[src/rtl/fcsg_pkg.sv]
// Package: shared types and constants of the filled circle span generator.
`timescale 1ns / 1ps

package fcsg_pkg;

	localparam int COORD_W   = 12;
	localparam int RADIUS_W  = 6;
	localparam int ROW_W     = 13;
	localparam int XS_W      = 11;
	localparam int LEN_W     = 7;
	localparam int SCREEN_W  = 12;
	localparam int ROOT_W    = 11;
	localparam int ROOT_STEPS = 6;
	localparam int SPAN_MAX  = 64;
	localparam int JOBQ_DEPTH = 2;

	localparam logic [ROOT_W-1:0] ROOT_BIT_INIT = ROOT_W'(1 << (2 * (ROOT_STEPS - 1)));

	localparam logic [1:0] REG_SCREEN_WIDTH  = 2'd0;
	localparam logic [1:0] REG_SCREEN_HEIGHT = 2'd1;

	localparam logic [SCREEN_W-1:0] SCREEN_WIDTH_RST  = 12'd800;
	localparam logic [SCREEN_W-1:0] SCREEN_HEIGHT_RST = 12'd600;

	typedef struct packed {
		logic signed [ROW_W-1:0]   row;
		logic signed [COORD_W-1:0] cx;
		logic [ROOT_W-1:0]         radicand;
		logic                      visible;
		logic                      last;
	} job_t;

	typedef struct packed {
		logic signed [ROW_W-1:0] row;
		logic [XS_W-1:0]         x_start;
		logic [LEN_W-1:0]        span_len;
		logic                    visible;
		logic                    last;
	} span_t;

	typedef enum logic [2:0] {
		ST_IDLE  = 3'b001,
		ST_ROOT  = 3'b010,
		ST_WRITE = 3'b100
	} back_state_t;

endpackage

[src/rtl/fcsg_front.sv]
// Front end: takes circle requests and issues one row job per span.
`timescale 1ns / 1ps

module fcsg_front import fcsg_pkg::*; #(
	parameter int MAX_RADIUS = 32
) (
	input  logic                      clk,
	input  logic                      arst_n,
	input  logic                      push,
	output logic                      full,
	input  logic signed [COORD_W-1:0] center_x,
	input  logic signed [COORD_W-1:0] center_y,
	input  logic [RADIUS_W-1:0]       radius,
	input  logic [SCREEN_W-1:0]       screen_height,
	output logic                      job_push,
	output job_t                      job,
	input  logic                      job_full
);

	logic                      busy_q;
	logic signed [COORD_W-1:0] cx_q;
	logic signed [COORD_W-1:0] cy_q;
	logic [RADIUS_W-1:0]       r_q;
	logic [RADIUS_W:0]         idx_q;

	logic [RADIUS_W-1:0]       r_sat;
	logic signed [ROW_W:0]     row_w;
	logic signed [RADIUS_W+1:0] d;
	logic [RADIUS_W+1:0]       d_abs;
	logic [2*RADIUS_W-1:0]     rr;
	logic [2*RADIUS_W-1:0]     dd;
	logic [2*RADIUS_W-1:0]     diff;
	logic                      is_last;

	assign r_sat = (radius > RADIUS_W'(MAX_RADIUS)) ? RADIUS_W'(MAX_RADIUS) : radius;

	always_comb begin
		row_w   = (ROW_W + 1)'(cy_q) - $signed({{(ROW_W + 1 - RADIUS_W){1'b0}}, r_q})
			+ $signed({{(ROW_W - RADIUS_W){1'b0}}, idx_q});
		d       = $signed({2'b00, r_q}) - $signed({1'b0, idx_q});
		d_abs   = d[RADIUS_W+1] ? (RADIUS_W + 2)'(-d) : d;
		rr      = {{RADIUS_W{1'b0}}, r_q} * {{RADIUS_W{1'b0}}, r_q};
		dd      = {{RADIUS_W{1'b0}}, d_abs[RADIUS_W-1:0]}
			* {{RADIUS_W{1'b0}}, d_abs[RADIUS_W-1:0]};
		diff    = rr - dd;
		is_last = (r_q == '0) || (idx_q == ({r_q, 1'b0} - (RADIUS_W + 1)'(1)));
	end

	always_comb begin
		job.row      = row_w[ROW_W-1:0];
		job.cx       = cx_q;
		job.radicand = diff[ROOT_W-1:0];
		job.visible  = !row_w[ROW_W-1] && (row_w[SCREEN_W-1:0] < screen_height);
		job.last     = is_last;
	end

	assign job_push = busy_q && !job_full;
	assign full     = busy_q;

	always_ff @(posedge clk or negedge arst_n) begin
		if (!arst_n) begin
			busy_q <= 1'b0;
			idx_q  <= '0;
		end else if (!busy_q) begin
			if (push) begin
				busy_q <= 1'b1;
				idx_q  <= '0;
			end
		end else if (job_push) begin
			if (is_last) begin
				busy_q <= 1'b0;
			end else begin
				idx_q <= idx_q + (RADIUS_W + 1)'(1);
			end
		end
	end

	always_ff @(posedge clk) begin
		if (!busy_q && push) begin
			cx_q <= center_x;
			cy_q <= center_y;
			r_q  <= r_sat;
		end
	end

endmodule

[src/rtl/fcsg_job_fifo.sv]
// Two-entry queue of row jobs between front and back.
`timescale 1ns / 1ps

module fcsg_job_fifo import fcsg_pkg::*; (
	input  logic clk,
	input  logic arst_n,
	input  logic push,
	input  job_t wr_job,
	output logic full,
	input  logic pop,
	output job_t rd_job,
	output logic empty
);

	localparam int PTR_W = $clog2(JOBQ_DEPTH);

	job_t             mem_q [JOBQ_DEPTH];
	logic [PTR_W-1:0] wr_ptr_q;
	logic [PTR_W-1:0] rd_ptr_q;
	logic [PTR_W:0]   count_q;

	assign full   = (count_q == (PTR_W + 1)'(JOBQ_DEPTH));
	assign empty  = (count_q == '0);
	assign rd_job = mem_q[rd_ptr_q];

	always_ff @(posedge clk or negedge arst_n) begin
		if (!arst_n) begin
			wr_ptr_q <= '0;
			rd_ptr_q <= '0;
			count_q  <= '0;
		end else begin
			if (push && !full) begin
				wr_ptr_q <= (wr_ptr_q == PTR_W'(JOBQ_DEPTH - 1)) ? '0 : wr_ptr_q + PTR_W'(1);
			end
			if (pop && !empty) begin
				rd_ptr_q <= (rd_ptr_q == PTR_W'(JOBQ_DEPTH - 1)) ? '0 : rd_ptr_q + PTR_W'(1);
			end
			case ({push && !full, pop && !empty})
				2'b10:   count_q <= count_q + (PTR_W + 1)'(1);
				2'b01:   count_q <= count_q - (PTR_W + 1)'(1);
				default: count_q <= count_q;
			endcase
		end
	end

	always_ff @(posedge clk) begin
		if (push && !full) begin
			mem_q[wr_ptr_q] <= wr_job;
		end
	end

endmodule

[src/rtl/fcsg_back.sv]
// Back end: iterative square root, span clipping and result register.
`timescale 1ns / 1ps

module fcsg_back import fcsg_pkg::*; (
	input  logic                clk,
	input  logic                arst_n,
	input  logic [SCREEN_W-1:0] screen_width,
	input  job_t                job,
	input  logic                job_empty,
	output logic                job_pop,
	output span_t               span,
	output logic                empty,
	input  logic                pop
);

	back_state_t               state_q;
	logic [ROOT_W-1:0]         rem_q;
	logic [ROOT_W:0]           res_q;
	logic [ROOT_W-1:0]         bit_q;
	logic signed [ROW_W-1:0]   row_q;
	logic signed [COORD_W-1:0] cx_q;
	logic                      vis_q;
	logic                      last_q;
	span_t                     out_q;
	logic                      out_valid_q;

	logic [ROOT_W:0]           trial;
	logic                      out_free;
	logic signed [13:0]        half_s;
	logic signed [13:0]        xs0;
	logic signed [13:0]        xs1;
	logic signed [13:0]        len0;
	logic signed [13:0]        len1;
	logic signed [13:0]        len2;
	logic signed [13:0]        sw_s;
	span_t                     span_new;

	assign trial    = res_q + {1'b0, bit_q};
	assign out_free = !out_valid_q || pop;
	assign job_pop  = (state_q == ST_IDLE) && !job_empty;
	assign span     = out_q;
	assign empty    = !out_valid_q;

	always_comb begin
		half_s = $signed(14'(res_q));
		sw_s   = $signed(14'(screen_width));
		xs0    = 14'(cx_q) - half_s;
		len0   = half_s + half_s;
		if (xs0 < 0) begin
			len1 = len0 + xs0;
			xs1  = '0;
		end else begin
			len1 = len0;
			xs1  = xs0;
		end
		if (xs1 + len1 >= sw_s) begin
			len2 = sw_s - xs1;
		end else begin
			len2 = len1;
		end
		if (len2 < 0) begin
			len2 = '0;
		end
		span_new.row      = row_q;
		span_new.visible  = vis_q;
		span_new.last     = last_q;
		span_new.x_start  = vis_q ? xs1[XS_W-1:0] : '0;
		span_new.span_len = vis_q ? len2[LEN_W-1:0] : '0;
	end

	always_ff @(posedge clk or negedge arst_n) begin
		if (!arst_n) begin
			state_q     <= ST_IDLE;
			out_valid_q <= 1'b0;
		end else begin
			case (state_q)
				ST_IDLE: begin
					if (!job_empty) begin
						state_q <= ST_ROOT;
					end
				end
				ST_ROOT: begin
					if (bit_q == ROOT_W'(1)) begin
						state_q <= ST_WRITE;
					end
				end
				ST_WRITE: begin
					if (out_free) begin
						state_q <= ST_IDLE;
					end
				end
				default: state_q <= ST_IDLE;
			endcase
			if (state_q == ST_WRITE && out_free) begin
				out_valid_q <= 1'b1;
			end else if (pop) begin
				out_valid_q <= 1'b0;
			end
		end
	end

	always_ff @(posedge clk) begin
		case (state_q)
			ST_IDLE: begin
				rem_q  <= job.radicand;
				res_q  <= '0;
				bit_q  <= ROOT_BIT_INIT;
				row_q  <= job.row;
				cx_q   <= job.cx;
				vis_q  <= job.visible;
				last_q <= job.last;
			end
			ST_ROOT: begin
				if ({1'b0, rem_q} >= trial) begin
					rem_q <= rem_q - trial[ROOT_W-1:0];
					res_q <= (res_q >> 1) + {1'b0, bit_q};
				end else begin
					res_q <= res_q >> 1;
				end
				bit_q <= bit_q >> 2;
			end
			ST_WRITE: begin
				if (out_free) begin
					out_q <= span_new;
				end
			end
			default: begin
				bit_q <= bit_q;
			end
		endcase
	end

	a_invisible_empty: assert property (@(posedge clk) disable iff (!arst_n)
		(out_valid_q && !out_q.visible) |-> (out_q.x_start == '0 && out_q.span_len == '0))
		else $error("invisible span carries pixels");

	a_len_bound: assert property (@(posedge clk) disable iff (!arst_n)
		out_valid_q |-> (out_q.span_len <= LEN_W'(SPAN_MAX)))
		else $error("span length beyond circle diameter");

	a_right_clip: assert property (@(posedge clk) disable iff (!arst_n)
		(out_valid_q && out_q.span_len != '0)
		|-> ((SCREEN_W'(out_q.x_start) + SCREEN_W'(out_q.span_len)) <= screen_width))
		else $error("span runs past right screen edge");

endmodule

[src/rtl/filled_circle_span_generator.sv]
// Top level: filled circle span generator with configuration registers.
`timescale 1ns / 1ps

// Each circle request yields 2*radius spans (one span for radius 0), the radius
// saturated at MAX_RADIUS, delivered in row order with last set on the final one.
// Each span passes in order through a load state, the 6-step square root in the
// back end and a clip/write state that waits while the output register is full.
// The input shows full while a circle's rows are being issued.
// screen_width and screen_height reset to 800 and 600; the user must write them
// only while the block is idle, which the block itself does not enforce.

module filled_circle_span_generator import fcsg_pkg::*; #(
	parameter int MAX_RADIUS = 32
) (
	input  logic                      clk,
	input  logic                      arst_n,
	input  logic                      wr_en,
	input  logic [1:0]                wr_index,
	input  logic [SCREEN_W-1:0]       wr_data,
	input  logic                      push,
	output logic                      full,
	input  logic signed [COORD_W-1:0] center_x,
	input  logic signed [COORD_W-1:0] center_y,
	input  logic [RADIUS_W-1:0]       radius,
	output logic                      empty,
	input  logic                      pop,
	output logic signed [ROW_W-1:0]   row,
	output logic [XS_W-1:0]           x_start,
	output logic [LEN_W-1:0]          span_len,
	output logic                      visible,
	output logic                      last
);

	logic [SCREEN_W-1:0] screen_width_q;
	logic [SCREEN_W-1:0] screen_height_q;

	logic  front_push;
	job_t  front_job;
	logic  jobq_full;
	logic  jobq_pop;
	job_t  jobq_job;
	logic  jobq_empty;
	span_t span;

	always_ff @(posedge clk or negedge arst_n) begin
		if (!arst_n) begin
			screen_width_q  <= SCREEN_WIDTH_RST;
			screen_height_q <= SCREEN_HEIGHT_RST;
		end else if (wr_en) begin
			case (wr_index)
				REG_SCREEN_WIDTH:  screen_width_q  <= wr_data;
				REG_SCREEN_HEIGHT: screen_height_q <= wr_data;
				default:           screen_width_q  <= screen_width_q;
			endcase
		end
	end

	fcsg_front #(
		.MAX_RADIUS(MAX_RADIUS)
	) u_front (
		.clk          (clk),
		.arst_n       (arst_n),
		.push         (push),
		.full         (full),
		.center_x     (center_x),
		.center_y     (center_y),
		.radius       (radius),
		.screen_height(screen_height_q),
		.job_push     (front_push),
		.job          (front_job),
		.job_full     (jobq_full)
	);

	fcsg_job_fifo u_jobq (
		.clk   (clk),
		.arst_n(arst_n),
		.push  (front_push),
		.wr_job(front_job),
		.full  (jobq_full),
		.pop   (jobq_pop),
		.rd_job(jobq_job),
		.empty (jobq_empty)
	);

	fcsg_back u_back (
		.clk         (clk),
		.arst_n      (arst_n),
		.screen_width(screen_width_q),
		.job         (jobq_job),
		.job_empty   (jobq_empty),
		.job_pop     (jobq_pop),
		.span        (span),
		.empty       (empty),
		.pop         (pop)
	);

	assign row      = span.row;
	assign x_start  = span.x_start;
	assign span_len = span.span_len;
	assign visible  = span.visible;
	assign last     = span.last;

endmodule

[config.mk]
export PLATFORM = sky130hd
export DESIGN_NAME = filled_circle_span_generator
export DESIGN_NICKNAME = d
export VERILOG_FILES = /design/src/rtl/fcsg_pkg.sv /design/src/rtl/fcsg_front.sv /design/src/rtl/fcsg_job_fifo.sv /design/src/rtl/fcsg_back.sv /design/src/rtl/filled_circle_span_generator.sv
export SDC_FILE = /design/constraint.sdc
export NUM_CORES = 1
export LEC_CHECK = 0
export BUFFER_PORTS_ARGS = -buffer_cell sky130_fd_sc_hd__buf_2
export CAP_MARGIN = 20
export CORE_ASPECT_RATIO = 0.9
export CORE_MARGIN = 3
export CORE_UTILIZATION = 48
export CTS_CLUSTER_DIAMETER = 150
export DETAILED_ROUTE_END_ITERATION = 8
export GPL_TIMING_DRIVEN = 0
export HOLD_SLACK_MARGIN = 0.02
export PLACE_DENSITY = 0.67
export SLEW_MARGIN = 5
export SYNTH_ARGS = -nofsm -noshare
export SYNTH_HDL_FRONTEND = slang
export SYNTH_HIERARCHICAL = 1
export SYNTH_SLANG_ARGS = --single-unit
[constraint.sdc]
create_clock -name clk -period 8.8 [get_ports clk]
set_input_delay 2.2 -clock clk [delete_from_list [all_inputs] [get_ports clk]]
set_output_delay 2.2 -clock clk [all_outputs]
set_load 0.02 [all_outputs]
# == Yosys cells after proc, flatten, opt, wreduce, memory -nomap -nowiden ==
# Memory sizes are Yosys's and may differ from the RTL's.
# Index checks and enable logic that the tools add are counted.
# classes
addsub,19
multipliers,2
magnitude_cmp,6
n_eq_ne,15
n_mux,28
bitwise,1
reduce_logical,28
# op_table
operator,count
$pmux W11 S2,2
$mux W14,3
$add A14 B14 Y14,2
$lt A14 B1 Y1 const B,2
$mux W7,4
$pmux W12 S2,1
$mul A6 B6 Y11,2
$sub A11 B11 Y11,2
$ge A14 B13 Y1,1
$sub A12 B13 Y14,1
$sub A13 B14 Y14,1
$add A12 B12 Y13,1
$add A13 B8 Y13,1
$sub A12 B7 Y13,1
$add A11 B11 Y12,1
$add A12 B11 Y12,1
$ge A11 B12 Y1,1
$lt A12 B12 Y1,1
$mux W12,1
$eq A11 B1 Y1 const B,1
$mux W11,1
$mux W1,10
$mux W3,3
$pmux W3 S3,1
28 further kinds,54
# totals
register_bits,164
ramBits,76
in_bits,49
output_inout_bits,35
n_memories,1
# memory_table
memory,words,width,read_ports,rd_ports_with_merged_regs,write_ports,line_no,source
u_jobq.mem_q,2,38,1,0,1,fcsg_job_fifo.sv:17,job_t mem_q [JOBQ_DEPTH];

# == Logic depth before layout (Yosys ltp) ==
# depth
depth_word,8
ltp_mapped,32
ltp_nobuf,32

# == Cells and area by module ==
# Netlist, hierarchy kept.
# modules_own_cells
mod,n_inst,cells_per_inst,area_each_um2
fcsg_back,1,669,6856.6
fcsg_front,1,457,4504.3
fcsg_job_fifo,1,136,2982.9
filled_circle_span_generator,1,52,943.4

# == Worst setup path after synthesis ==
# Ideal clock, no wire load.
# synth_path
path_kind,register to register
startpoint,register u_front.r_q[0]
endpoint,"memory u_jobq/mem_q[0][12] in the netlist's numbering, data pin"
setup_time_ns,0.262
arrival_ns,6.244
t_required_ns,8.538
setup_slack_ns,2.293
stages_incl_launch_ff,25
period_less_slack_ns,6.507
path_cell_list,edfxtp_1 buf_2 inv_1 ha_1 fa_1 nand2b_1 a21oi_1 xor2_1 xor2_1 or2_1 inv_1 fa_1 fa_1 inv_1 fa_1 ha_1 fa_1 inv_1 ha_1 a21o_1 a21oi_1 o21ai_1 o41ai_1 xnor2_1 xnor2_1
# synth_lines
item,line_no,source
start: declaration,fcsg_front.sv:23,logic [RADIUS_W-1:0] r_q;
start signal: assignment,fcsg_front.sv:82,r_q <= r_sat;
end: declaration,fcsg_job_fifo.sv:17,

==> results.cfg <==
[status]
outcome = completed

[worst_setup_path]
start_kind = register
crit_buf_inv = 5
crit_path_max_incr_delay_ns = 0.53
worst-path-max-fanout = 9
crit_arrival_ns = 7.60
crit_slowest_cell = fa_1
crit_path_end_kind = register
cp_cell_sequence = buf_2 > inv_1 > ha_1 > fa_1 > nand2b_1 > a21oi_1 > xor2_1 > xor2_1 > or2_1 > inv_1 > fa_1 > fa_1 > inv_1 > fa_1 > ha_1 > fa_1 > inv_1 > ha_1 > a21o_1 > a21oi_1 > o21ai_1 > o41ai_1 > xnor2_1 > xnor2_1
rr_worst_depth = 24
worst-path-stages = 24
path_class = register to register
cpMostUsedCell = fa_1
path_delay_family = adder cells
cp.required_ns = 9.12

[synth]
avgSynthCellArea_sq_um = 11.63
ys_warn_count = 6
synth_cell_types = 88
yosysTopAreaCellShare = 0.3830
ys_async_sr_fraction = 0.1702
synth_seq_cells = 235
yosysSeqAreaShare = 0.4492
yosys-top-cells-area = edfxtp_1 38%, ha_1 12%, fa_1 6.2%
netlist_area_sq_um = 15290
synth_edf_count = 195
syn-num-nets = 1555
ys.flop_type = edfxtp_1
synth_top_area_cell = edfxtp_1
syn_inst = 1314

[sta]
setup_slack_ns = 1.518
worst_slew_pin_slew_ns = 0.9865
fin_crit_sh = 0.8275
setup_viol = 0
timing.hold.ws_ns = 0.4198
rsz0062_at_grt = no
setup_tns_ns = 0
finalCriticalPeriod_ns = 7.282
clock_skew_ns = 0.01363
fmax_mhz = 137.3
maxSlewHeadroom = 0.3423
hold_viol_final = 0
drv_slew = 0

[final_layout]
diodes = 0
finalNetCount = 1671
fin_area_sq_um = 17150
layout_common_cells = 195 x edfxtp_1, 153 x inv_1, 145 x ha_1, 89 x buf_2, 86 x nor2_1
final_common_cell = edfxtp_1
fillers = 2685
drive_gt1_frac = 0.1829
area.growth.synth_to_final_pct = 12.18

[cts]
worst_skew_pair.late_latency_ns = 0.53
clk_pin_slew_ns = 0.06
cts-root-buf = clkbuf_16
clockBufferDepth = 3
cts_made_buffers = 25
htree_num_levels = 1
hold_buffers = 0
cts_tree = yes
post_cts.repair.setup_buffers = 0
ctsResizeCount = 0
cts_sinks = 235

[floorplan]
floorplan.die_area_sq_um = 34030
io_pins = 84
die_w_um = 194.1
num_rows = 61
die_h_um = 175.3
start_util = 0.4909
core_area_sq_um = 31140

[drt]
drc = 0
drt-initial-drc-count = 590
drtPass1Iterations = 7
via_per_inst = 5.272
wirelength_um = 31230
ant_nets = 0
vias = 9796
wl_per_cell_um = 16.81

[placement]
port_buffers = 83
place_ws_ns = 1.518
hpwl_um = 24290
place_area_sq_um = 16330
gp_congestion = 0.8717

[hold_path]
whs_path_depth = 0
min_path_type = register to register

[global_routing]
grt_max_degree = 41
grt_pass1_wl_um = 50610
grt_overflow = 0
grt_pass1_vias = 9688
track_usage = 0.1826
antenna_found_initial = 0

[run]
drv_cap = 0
-- sequential cells by signal, summed over array words and instances (netlist names), 7 cells and up --
name and flops:
u_back/rem_q 11, screen_width_q 12, u_jobq/mem_q 76, u_front/idx_q 7, u_back/cx_q 12, u_front/cy_q 12
u_back/row_q 13, u_front/cx_q 12, u_back/span 33, u_back/res_q 12, screen_height_q 12
-- final timing paths --
check                      slack [ns]                              to                         start
min in group asynchronous        1.83  screen_height_q[8]$_DFFE_PN0P_                        arst_n
max in group asynchronous        6.34    u_front/idx_q[5]$_DFFE_PN0P_                        arst_n
max reg2reg                      1.52   u_jobq/mem_q[0][12]$_DFFE_PP_  u_front/r_q[0]$_SDFFCE_PN0P_
min reg2reg                      0.42       u_back/span[21]$_DFFE_PP_     u_back/row_q[1]$_DFFE_PP_
max                              1.52   u_jobq/mem_q[0][12]$_DFFE_PP_  u_front/r_q[0]$_SDFFCE_PN0P_
min                              0.42       u_back/span[21]$_DFFE_PP_     u_back/row_q[1]$_DFFE_PP_
-- stage by stage --
step | util | instances
2_1_floorplan | - | 1314
3_3_place_gp | 0.5207 | 1806
3_5_place_dp | 0.5243 | 1811
5_1_grt | 0.5507 | 1858
4_1_cts | 0.5502 | 1857
6_report | 0.5507 | 1858
-- cell type report --
type / instances / area [sq um] / area share
clock buffers: 36 / 738.2 / 0.04305
plain buffers: 22 / 150.1 / 0.008755
clock inverters: 10 / 68.82 / 0.004013
repair buffers: 89 / 525.5 / 0.03064
multi-input cells: 898 / 7691 / 0.4485
inverters: 159 / 596.8 / 0.03480
flip-flops and latches: 235 / 6867 / 0.4004
well taps: 409 / 511.7 / 0.02984
-- synthesized netlist by cell type, drive strengths merged (22+ instances only) --
library cell  count
and2             25
a21oi            58
inv             158
ha              145
nor2b            22
xnor2            74
edfxtp          195
mux2             64
o21ai            58
nor2             89
nand2            72
fa               47
xor2             30
dfrtp            32
-- worst reg2reg max path, stage by stage, from the launching register on --
cell and delay (ns):
edfxtp_1 0.45, buf_2 0.26, inv_1 0.09, ha_1 0.29, fa_1 0.50, nand2b_1 0.17
a21oi_1 0.16, xor2_1 0.27, xor2_1 0.40, or2_1 0.27, inv_1 0.11, fa_1 0.52
fa_1 0.52, inv_1 0.06, fa_1 0.47, ha_1 0.33, fa_1 0.53, inv_1 0.04
ha_1 0.32, a21o_1 0.19, a21oi_1 0.24, o21ai_1 0.14, o41ai_1 0.33, xnor2_1 0.14
xnor2_1 0.28
-- per-layer routing --
layer | part of all wire | up-vias | GRT usage | routed length (um)
li1 | - | 4857 | - | -
met1 | 0.48 | 4711 | 0.2689 | 14890
met2 | 0.46 | 190 | 0.2964 | 14460
met5 | 0 | - | 0 | 0
met3 | 0.045 | 38 | 0.02378 | 1416
met4 | 0.015 | 0 | 0.03201 | 464
-- logic make-up (layout without fill, tap and decap cells) --
kind of cell	after synthesis	after routing	share of synthesized area
DFF	235	235	0.4492
xor gates and xnor gates	104	104	0.06327
buffers and inverters	181	316	0.04878
and+or+nand+nor	302	302	0.09961
other	1	1	0.0002453
muxes	69	69	0.05287
adders and majority gates	192	192	0.1802
AOI/OAI and AO/OA	230	230	0.1058
Power is left out: the tool's default activity adds up to more than one toggle a clock period on the data nets, which glitch-free logic cannot reach.
